$ cat src/hdl/countdown_timer_bank_macros.svh
// Assertion macros shared by the countdown timer bank.
`ifndef COUNTDOWN_TIMER_BANK_MACROS_SVH
`define COUNTDOWN_TIMER_BANK_MACROS_SVH

// Same-cycle implication, disabled while reset is asserted.
`define CTB_ASSERT_NOW(label, clk, rstn, ante, cons) \
    label: assert property (@(posedge clk) disable iff (!rstn) (ante) |-> (cons)) \
        else $error("countdown timer bank assertion failed");

// Next-cycle implication, disabled while reset is asserted.
`define CTB_ASSERT_NEXT(label, clk, rstn, ante, cons) \
    label: assert property (@(posedge clk) disable iff (!rstn) (ante) |=> (cons)) \
        else $error("countdown timer bank assertion failed");

`endif

$ cat src/hdl/ctb_pkg.sv
// Shared constants, operation codes and control structs of the countdown timer bank.
package ctb_pkg;

    localparam int NUM_TIMERS = 16;
    localparam int IDX_W      = (NUM_TIMERS > 1) ? $clog2(NUM_TIMERS) : 1;
    localparam int ID_W       = 8;
    localparam int CNT_W      = 16;
    localparam int PCT_W      = 7;
    localparam int QUO_W      = 7;
    localparam int STEP_W     = 3;
    localparam int REM_W      = 23;
    localparam int PCT_MAX    = 100;

    typedef enum logic [1:0] {
        OP_TICK  = 2'd0,
        OP_START = 2'd1,
        OP_STOP  = 2'd2,
        OP_QUERY = 2'd3
    } ctb_op_t;

    typedef struct packed {
        logic apply;
        logic load;
        logic step;
        logic out_write;
    } ctb_cmd_t;

    typedef struct packed {
        logic div_last;
    } ctb_status_t;

endpackage

$ cat src/hdl/ctb_datapath.sv
// Timer store, percent divider and result register of the countdown timer bank.
module ctb_datapath
    import ctb_pkg::*;
(
    input  logic               aclk,
    input  logic               aresetn,
    input  ctb_cmd_t           cmd,
    output ctb_status_t        status,
    input  ctb_op_t            in_op,
    input  logic [ID_W-1:0]    in_id,
    input  logic [CNT_W-1:0]   in_frames,
    output logic               out_is_active,
    output logic               out_is_done,
    output logic [CNT_W-1:0]   out_remaining,
    output logic [PCT_W-1:0]   out_percent
);

    logic             active_reg [NUM_TIMERS];
    logic             active_next[NUM_TIMERS];
    logic [CNT_W-1:0] count_reg  [NUM_TIMERS];
    logic [CNT_W-1:0] count_next [NUM_TIMERS];
    logic [CNT_W-1:0] init_reg   [NUM_TIMERS];
    logic [CNT_W-1:0] init_next  [NUM_TIMERS];

    logic              in_ok;
    logic [IDX_W-1:0]  in_idx;
    logic              ok_reg;
    logic [IDX_W-1:0]  idx_reg;

    logic              rd_act;
    logic [CNT_W-1:0]  rd_cnt;
    logic [CNT_W-1:0]  rd_init;

    logic              act_reg;
    logic [CNT_W-1:0]  cnt_reg;
    logic [CNT_W-1:0]  den_reg;
    logic [REM_W-1:0]  rem_reg;
    logic [QUO_W-1:0]  quo_reg;
    logic [STEP_W-1:0] step_reg;

    logic [REM_W-1:0]  den_sh;
    logic              rem_ge;
    logic [REM_W-1:0]  rem_diff;
    logic [PCT_W-1:0]  pct_sat;

    logic              res_act_reg;
    logic              res_done_reg;
    logic [CNT_W-1:0]  res_cnt_reg;
    logic [PCT_W-1:0]  res_pct_reg;

    assign in_ok  = {1'b0, in_id} < (ID_W + 1)'(NUM_TIMERS);
    assign in_idx = in_id[IDX_W-1:0];

    always_comb begin
        for (int i = 0; i < NUM_TIMERS; i++) begin
            active_next[i] = active_reg[i];
            count_next[i]  = count_reg[i];
            init_next[i]   = init_reg[i];
        end
        if (cmd.apply) begin
            case (in_op)
                OP_TICK: begin
                    for (int i = 0; i < NUM_TIMERS; i++) begin
                        if (active_reg[i]) begin
                            count_next[i]  = (count_reg[i] != '0) ? count_reg[i] - 1'b1
                                                                   : count_reg[i];
                            active_next[i] = count_reg[i] > CNT_W'(1);
                        end
                    end
                end
                OP_START: begin
                    if (in_ok) begin
                        active_next[in_idx] = in_frames != '0;
                        count_next[in_idx]  = in_frames;
                        init_next[in_idx]   = in_frames;
                    end
                end
                OP_STOP: begin
                    if (in_ok) begin
                        active_next[in_idx] = 1'b0;
                        count_next[in_idx]  = '0;
                    end
                end
                OP_QUERY: begin
                end
                default: begin
                end
            endcase
        end
    end

    always_ff @(posedge aclk) begin
        if (!aresetn) begin
            for (int i = 0; i < NUM_TIMERS; i++) begin
                active_reg[i] <= 1'b0;
                count_reg[i]  <= '0;
                init_reg[i]   <= '0;
            end
        end else begin
            for (int i = 0; i < NUM_TIMERS; i++) begin
                active_reg[i] <= active_next[i];
                count_reg[i]  <= count_next[i];
                init_reg[i]   <= init_next[i];
            end
        end
    end

    assign rd_act  = ok_reg & active_reg[idx_reg];
    assign rd_cnt  = ok_reg ? count_reg[idx_reg] : '0;
    assign rd_init = ok_reg ? init_reg[idx_reg] : '0;

    // Restoring division of 100 * count by the initial count, one quotient bit per step.
    assign den_sh   = REM_W'({den_reg, {(QUO_W - 1){1'b0}}});
    assign rem_ge   = rem_reg >= den_sh;
    assign rem_diff = rem_reg - den_sh;
    assign pct_sat  = (quo_reg > QUO_W'(PCT_MAX)) ? PCT_W'(PCT_MAX) : PCT_W'(quo_reg);

    always_ff @(posedge aclk) begin
        if (cmd.apply) begin
            ok_reg  <= in_ok;
            idx_reg <= in_idx;
        end
        if (cmd.load) begin
            act_reg  <= rd_act;
            cnt_reg  <= rd_cnt;
            den_reg  <= rd_init;
            rem_reg  <= REM_W'(rd_cnt) * REM_W'(PCT_MAX);
            quo_reg  <= '0;
            step_reg <= STEP_W'(QUO_W - 1);
        end else if (cmd.step) begin
            rem_reg  <= (rem_ge ? rem_diff : rem_reg) << 1;
            quo_reg  <= {quo_reg[QUO_W-2:0], rem_ge};
            step_reg <= step_reg - 1'b1;
        end
        if (cmd.out_write) begin
            res_act_reg  <= act_reg;
            res_done_reg <= ~act_reg;
            res_cnt_reg  <= cnt_reg;
            res_pct_reg  <= (den_reg == '0) ? '0 : pct_sat;
        end
    end

    assign status.div_last = step_reg == '0;

    assign out_is_active = res_act_reg;
    assign out_is_done   = res_done_reg;
    assign out_remaining = res_cnt_reg;
    assign out_percent   = res_pct_reg;

endmodule

$ cat src/hdl/ctb_controller.sv
// Sequencing state machine and result valid flag of the countdown timer bank.
module ctb_controller
    import ctb_pkg::*;
(
    input  logic        aclk,
    input  logic        aresetn,
    input  logic        s_tvalid,
    output logic        s_tready,
    output logic        m_tvalid,
    input  logic        m_tready,
    output ctb_cmd_t    cmd,
    input  ctb_status_t status
);

    typedef enum logic [3:0] {
        ST_IDLE = 4'b0001,
        ST_LOAD = 4'b0010,
        ST_DIV  = 4'b0100,
        ST_DONE = 4'b1000
    } ctb_state_t;

    ctb_state_t state_reg;
    ctb_state_t state_next;
    logic       out_valid_reg;
    logic       out_valid_next;

    always_comb begin
        state_next     = state_reg;
        cmd            = '0;
        s_tready       = 1'b0;
        out_valid_next = out_valid_reg & ~m_tready;
        case (state_reg)
            ST_IDLE: begin
                s_tready = 1'b1;
                if (s_tvalid) begin
                    cmd.apply  = 1'b1;
                    state_next = ST_LOAD;
                end
            end
            ST_LOAD: begin
                cmd.load   = 1'b1;
                state_next = ST_DIV;
            end
            ST_DIV: begin
                cmd.step = 1'b1;
                if (status.div_last) begin
                    state_next = ST_DONE;
                end
            end
            ST_DONE: begin
                if (!out_valid_reg || m_tready) begin
                    cmd.out_write  = 1'b1;
                    out_valid_next = 1'b1;
                    state_next     = ST_IDLE;
                end
            end
            default: begin
                state_next = ST_IDLE;
            end
        endcase
    end

    always_ff @(posedge aclk) begin
        if (!aresetn) begin
            state_reg     <= ST_IDLE;
            out_valid_reg <= 1'b0;
        end else begin
            state_reg     <= state_next;
            out_valid_reg <= out_valid_next;
        end
    end

    assign m_tvalid = out_valid_reg;

endmodule

$ cat src/hdl/countdown_timer_bank.sv
// Top level of the countdown timer bank: controller, datapath and stream ports.
// A result is written to the result register in the done state, after the load and divide states of its item.
// A new item is taken only when the seven-step percent divider is through with the last one.
// The result register lets the next item enter while a result waits to be taken.
// Reset (aresetn low, synchronous) clears all timers and the result valid flag.
`include "countdown_timer_bank_macros.svh"

module countdown_timer_bank
    import ctb_pkg::*;
(
    input  logic        aclk,
    input  logic        aresetn,
    input  logic        s_tvalid,
    output logic        s_tready,
    input  logic [31:0] s_tdata,   // operation[1:0], timer_id[9:2], frames[25:10], zeros
    output logic        m_tvalid,
    input  logic        m_tready,
    output logic [31:0] m_tdata    // is_active[0], is_done[1], remaining[17:2],
                                   // percent_left[24:18], zeros
);

    ctb_cmd_t         cmd;
    ctb_status_t      status;
    logic             is_active;
    logic             is_done;
    logic [CNT_W-1:0] remaining;
    logic [PCT_W-1:0] percent_left;

    ctb_controller u_controller (
        .aclk     (aclk),
        .aresetn  (aresetn),
        .s_tvalid (s_tvalid),
        .s_tready (s_tready),
        .m_tvalid (m_tvalid),
        .m_tready (m_tready),
        .cmd      (cmd),
        .status   (status)
    );

    ctb_datapath u_datapath (
        .aclk          (aclk),
        .aresetn       (aresetn),
        .cmd           (cmd),
        .status        (status),
        .in_op         (ctb_op_t'(s_tdata[1:0])),
        .in_id         (s_tdata[9:2]),
        .in_frames     (s_tdata[25:10]),
        .out_is_active (is_active),
        .out_is_done   (is_done),
        .out_remaining (remaining),
        .out_percent   (percent_left)
    );

    assign m_tdata = {7'b0, percent_left, remaining, is_done, is_active};

    `CTB_ASSERT_NEXT(a_one_item_at_a_time, aclk, aresetn, s_tvalid && s_tready, !s_tready)
    `CTB_ASSERT_NOW(a_done_is_not_active, aclk, aresetn, m_tvalid, m_tdata[1] != m_tdata[0])
    `CTB_ASSERT_NOW(a_percent_in_range, aclk, aresetn, m_tvalid, m_tdata[24:18] <= 7'd100)
    `CTB_ASSERT_NOW(a_active_has_count, aclk, aresetn, m_tvalid && m_tdata[0],
                    m_tdata[17:2] != 16'd0)

endmodule
$ cat config.mk
export PLATFORM = sky130hd
export DESIGN_NAME = countdown_timer_bank
export DESIGN_NICKNAME = d
export VERILOG_FILES = /design/src/hdl/ctb_pkg.sv /design/src/hdl/ctb_datapath.sv /design/src/hdl/ctb_controller.sv /design/src/hdl/countdown_timer_bank.sv
export VERILOG_INCLUDE_DIRS = /design/src /design/src/hdl
export SDC_FILE = /design/constraint.sdc
export NUM_CORES = 2
export LEC_CHECK = 0
export ABC_AREA = 1
export ABC_CLOCK_PERIOD_IN_PS = 4900
export BUFFER_PORTS_ARGS = -buffer_cell sky130_fd_sc_hd__buf_2
export CORE_ASPECT_RATIO = 0.6
export CORE_UTILIZATION = 24
export CTS_BUF_LIST = sky130_fd_sc_hd__clkbuf_8
export CTS_CLUSTER_DIAMETER = 120
export CTS_CLUSTER_SIZE = 12
export DETAILED_ROUTE_END_ITERATION = 7
export PLACE_DENSITY_LB_ADDON = 0.05
export SLEW_MARGIN = 20
export SYNTH_ARGS = -nofsm -noshare
export SYNTH_HDL_FRONTEND = slang
export SYNTH_SLANG_ARGS = --single-unit
$ cat constraint.sdc
create_clock -name aclk -period 4.9 [get_ports aclk]
set_clock_uncertainty 0.05 [all_clocks]
set_input_delay 0.98 -clock aclk [delete_from_list [all_inputs] [get_ports aclk]]
set_output_delay 0.98 -clock aclk [all_outputs]
set_load 0.005 [all_outputs]
; After elaboration in Yosys (flattened, before gate mapping)
; Memory sizes are Yosys's and may differ from the RTL's. A register that Yosys moved wholly into a read port is not among the register bits.
; Cells that the tools add are included.
; W data, S select, Z words.
[classes]
n_addsub = 18
order_cmp = 21
multipliers = 1
n_mux = 136
n_reduce_logical = 27
n_eq_ne = 9
bitwise = 57
[ops]
columns = op, count
row1 = $mux W256, 6
row2 = $mux W16, 69
row3 = $pmux W256 S3, 1
row4 = $bwmux W256, 2
row5 = $reduce_bool A16 Y1, 17
row6 = $and A256 B256 Y256, 1
row7 = $gt A16 B1 Y1 const B, 16
row8 = $not A256 Y256, 1
row9 = $sub A16 B1 Y16 const B, 16
row10 = $demux W16 S4, 1
row11 = $or A1 B1 Y1, 48
row12 = $pmux W16 S3, 1
row13 = $mux W23, 2
row14 = $mux W1, 44
row15 = $ge A23 B22 Y1, 1
row16 = $mux W22, 1
row17 = $sub A22 B22 Y22, 1
row18 = $mul A16 B5 Y21 const B, 1
row19 = $mux W4, 5
row20 = $and A16 B16 Y16, 1
row21 = $bwmux W16, 1
row22 = $logic_not A16 Y1, 1
row23 = $not A16 Y16, 1
row24 = $pmux W4 S4, 1
row25 = other kinds (26), 30
[word_totals]
memories = 3
out_inout_bits = 34
ff_bits = 84
mem_bits_rw = 528
[mem_list]
columns = memory, depth, width, rd, rd_clocked_by_memory_dff, write_ports, line
row1 = u_datapath.count_reg, 16, 16, 17, 1, 16, ctb_datapath.sv:20  ; logic [CNT_W-1:0] count_reg [NUM_TIMERS];
row2 = u_datapath.init_reg, 16, 16, 17, 1, 16, ctb_datapath.sv:22  ; logic [CNT_W-1:0] init_reg [NUM_TIMERS];
row3 = u_datapath.active_reg, 16, 1, 17, 1, 16, ctb_datapath.sv:18  ; logic active_reg [NUM_TIMERS];

; Longest topological paths before layout
[logic_depth]
depth_word = 11
ltp_mapped = 27
ltp_nobuf = 24

; Hierarchy
; A second synthesis with hierarchy kept.
[unflattened]
hier_cells = 6429
area_unflattened_um2 = 41045.6
[by_module_without_submodules]
columns = module, area_each_um2, cells_each, seq_area_each_um2, instances
row1 = ctb_datapath, 40704.0, 6376, 13462.9, 1
row2 = ctb_controller, 270.3, 43, 100.1, 1
row3 = countdown_timer_bank, 71.3, 10, 0.0, 1

; Worst setup path before layout
; OpenSTA, ideal clock, no wires.
[synth_timing]
path_kind = register to register
startpoint = register (tool-made name)
endpoint = register u_datapath.rem_reg[18] (data pin)
period_less_slack_ps = 4128
path_slack_ps = 772
setup_time_ps = 254
arrival_time_ps = 3824
required_ps = 4596
stages_incl_launch_ff = 24
cell_sequence = dfxtp_1 > clkbuf_1 > clkbuf_1 > clkbuf_1 > o21ai_0 > nand3_1 > nand3_1 > a21oi_1 > ha_1 > ha_1 > inv_1 > fa_1 > inv_1 > ha_1 > a21oi_1 > nor2_1 > nor2_1 > nand2_1 > nand2_1 > nand2_1 > nor2_1 > nor2_1 > nand2_1 > nand2_1
[synth_lines]
columns = element, line
row1 = to (signal assigned), ctb_datapath.sv:127  ; rem_reg <= REM_W'(rd_cnt) * REM_W'(PCT_MAX);
row2 = to (signal assigned), ctb_datapath.sv:131  ; rem_reg <= (rem_ge ? rem_diff : rem_reg) << 1;
row3 = to (decl), ctb_datapath.sv:37  ; logic [REM_W-1:0] rem_reg;

==> flow_metrics.py <==
metrics = {
    "status": {
        "run_status": "finished clean",
    },
    "setup_path": {
        "critical_path.startpoint_type": "register",
        "cp_max_fanout": 86,
        "path_class": "register to register",
        "worst_ep_required_time_ns": 5.39,
        "timing.critical_path.arrival_ns": 5.23,
        "setup.worst_path.end_class": "register",
    },
    "grt": {
        "pin_count_of_the_biggest_net_entering_global_routing": 187,
        "vias_in_the_first_global_route": 39800,
        "globalRouteTotalUtil_pct": 23.58,
        "wire_length_of_the_first_global_routing_pass_um": 299400,
        "antenna_violations_before_repair": 24,
        "grt_overflow": 0,
    },
    "timing": {
        "maxSlewHeadroom_pct": 20.00,
        "setup_viol": 0,
        "final_max_slew_viol_count": 0,
        "max_freq_mhz": 211.0,
        "finalCritPeriodShare_pct": 96.70,
        "worst-slew-pin-transition_ns": 1.200,
        "hold_violations": 0,
        "finalWorstPathRequiredPeriod_ns": 4.738,
    },
    "min_path": {
        "holdCritPathClass": "register to register",
        "worstHoldStart": "u_datapath.cnt_reg[15]",
    },
    "die": {
        "placement_rows": 117,
        "io_pins": 70,
        "effective_utilization_at_floorplan_pct": 24.21,
        "die_height_um": 322.6,
        "die_area_um2": 173000,
        "coreArea_um2": 169800,
        "die_w_um": 536.3,
    },
    "job": {
        "timing.max_cap.violations": 0,
    },
    "logic_synthesis": {
        "synth_area_leaders": "dfxtp_1, o21ai_0, nand2_1, a21oi_1, nor2_1",
        "synth.yosys.warnings": 0,
        "yosys.area.top_type_share_pct": 26.20,
        "syn-instance-count": 6384,
        "postSynthRegisterBits": 631,
        "netlist_top_cells_count": "nand2_1, o21ai_0, nor2_1",
        "synth_enable_flop_cells": 93,
        "synth-async-reset-ratio_pct": 0,
        "synth.cell_area_um2": 41110,
        "post_synth.cell_area_avg_um2": 6.440,
        "post-synth-top-count-cell": "nand2_1",
        "post_synth_num_cell_types": 53,
        "ys_dominant_reg_cell": "dfxtp_1",
        "post-synth-top-area-cell": "dfxtp_1",
        "fraction_of_the_yosys_area_taken_by_sequential_cells_pct": 32.99,
    },
    "clock_tree": {
        "clockRootBuffer": "clkbuf_8",
        "holdBufCountCts": 0,
        "clock_sink_count": 631,
        "clock_latency_on_the_worst_skew_pair_ns": 0.89,
        "tritoncts_clock_tree": "built",
        "tritoncts.num_buffers": 58,
        "cts.htree.levels": 2,
        "worst_setup_hold_path_clk_slew_ns": 0.11,
        "cts_max_path_buffers": 3,
    },
    "route": {
        "final_antenna_net_count": 0,
        "routed_wl_um": 210000,
        "drt_first_iter_violations": 4952,
        "detail_route.wl_per_cell_um": 24.35,
        "vias_after_detailed_routing": 44700,
        "drc_errors": 0,
        "detailedRoute.firstPassIterationCount": 6,
        "vias_per_cell": 5.183,
    },
    "place": {
        "gp_routability_congestion": 0.9273,
        "placed_instance_count": 8532,
        "dp_hpwl_um": 145700,
        "numPortBuffers": 56,
        "placement.cell_area_um2": 44660,
    },
    "finish": {
        "final_cell_count_no_fill": 8625,
        "post-route-cell-area_um2": 45730,
        "syn_to_final_growth_pct": 11.22,
        "layout.nets": 6492,
        "final_layout_size_suffix_gt1_share_pct": 7.191,
    },
    "pwr": {
        "max-vdd-ir-drop_v": 0.0002266,
        "pwr_density_cell_nw_per_um2": 314.5,
        "power.leakage_nw": 19.65,
    },
}
-- repair_timing --
item / 4_1_cts / 5_1_grt
cloned: 0 / 0
buffers inserted: 0 / 3
gates resized for setup: 3 / 28
setup endpoints to repair: 10 / 10
pin swaps: 0 / 4
-- worst max-delay path, stage by stage (launching register included) --
cell      delay [ns]
dfxtp_4         0.40
buf_12          0.18
o21ai_0         0.57
nand3_1         0.27
nand3_1         0.19
a21oi_4         0.12
buf_4           0.18
ha_1            0.29
ha_1            0.28
inv_1           0.05
fa_1            0.52
inv_1           0.04
ha_1            0.32
inv_1           0.05
o21bai_1        0.21
o21bai_2        0.20
nand3_1         0.13
nand2_1         0.08
nand2_1         0.04
nand3_1         0.06
nand2_1         0.06
-- cell families after synthesis --
kind of cell,Yosys count,share of synthesized area [%]
and+or+nand+nor,2591,26.03
AOI/OAI and AO/OA,2026,26.75
buffers and inverters,959,9.142
DFF,631,32.99
adders and majority gates,122,3.932
xor gates and xnor gates,54,1.150
other,1,0.009121
-- per-layer routing --
layer  share of wire [%]  vias to the layer above  global-route usage [%]
li1                    -                    21430                       -
met1                  56                    21510                   40.24
met2                  35                     1611                   29.25
met3                 7.6                      155                   3.875
met4                 1.4                        2                   3.577
met5              0.0048                        -                       0
-- layout by cell type, fill, tap and decap left out, types with 12 or more instances in the layout --
master       n
nor2_1     892
xor2_1      46
nor2_4      22
buf_12      23
o21ai_0    901
fa_1        12
clkbuf_8    59
a211oi_1    15
buf_4      208
o22ai_1     63
a31oi_1     12
o221ai_1    82
buf_2       55
nand2_2     15
clkinv_1    26
a21oi_1    761
nor2_2      13
o211ai_1   133
nand3_1    371
o21ai_1     24
nand4_1     40
dfxtp_1    536
nor3_1      60
nand2_1   1151
inv_2       21
ha_1       109
edfxtp_1    93
inv_1      520
-- worst paths after layout --
path                                                      to  slack [ns]  cells past startpoint
worst max-delay path                  u_datapath.rem_reg[19]        0.16                     20
worst max register to register        u_datapath.rem_reg[19]        0.16                     20
worst min register to register  u_datapath.out_remaining[15]        0.38                      0
worst min-delay path            u_datapath.out_remaining[15]        0.38                      0
-- where the power goes --
group,leakage [nW],switching (mW),internal [mW]
logic,13.9,3.69,1.68
registers,5.21,0.173,5.44
clock network,0.537,2.29,1.10
total,19.6,6.16,8.22
-- stage by stage --
step                hold WS, ns  utilization (%)  setup TNS [ns]  worst slack [ns]  power [mW]
floorplan                0.3503                -               0            0.7723       8.792
global placement         0.3520            26.30         -0.2244           -0.1185       10.99
detailed placement       0.3545            26.30         -0.2541           -0.1028       10.95
CTS                      0.3055            26.85               0           0.06278       14.40
global route             0.3606            26.92        -0.01258          -0.01258       15.23
finish                   0.3758            26.93               0            0.1617       14.38
-- cell type report --
| cell class | count | area, um^2 |
|---|---|---|
| fillers | 19070 | 124100 |
| multi-input cells | 4800 | 23940 |
| flip-flops and latches | 631 | 13570 |
| well taps | 2261 | 2829 |
| repair buffers | 290 | 2362 |
| inverters | 553 | 2087 |
| clock buffers | 59 | 812.0 |
| clock inverters | 22 | 107.6 |
| diodes | 9 | 22.52 |
Note: power is estimated with default switching activity, not from simulation.
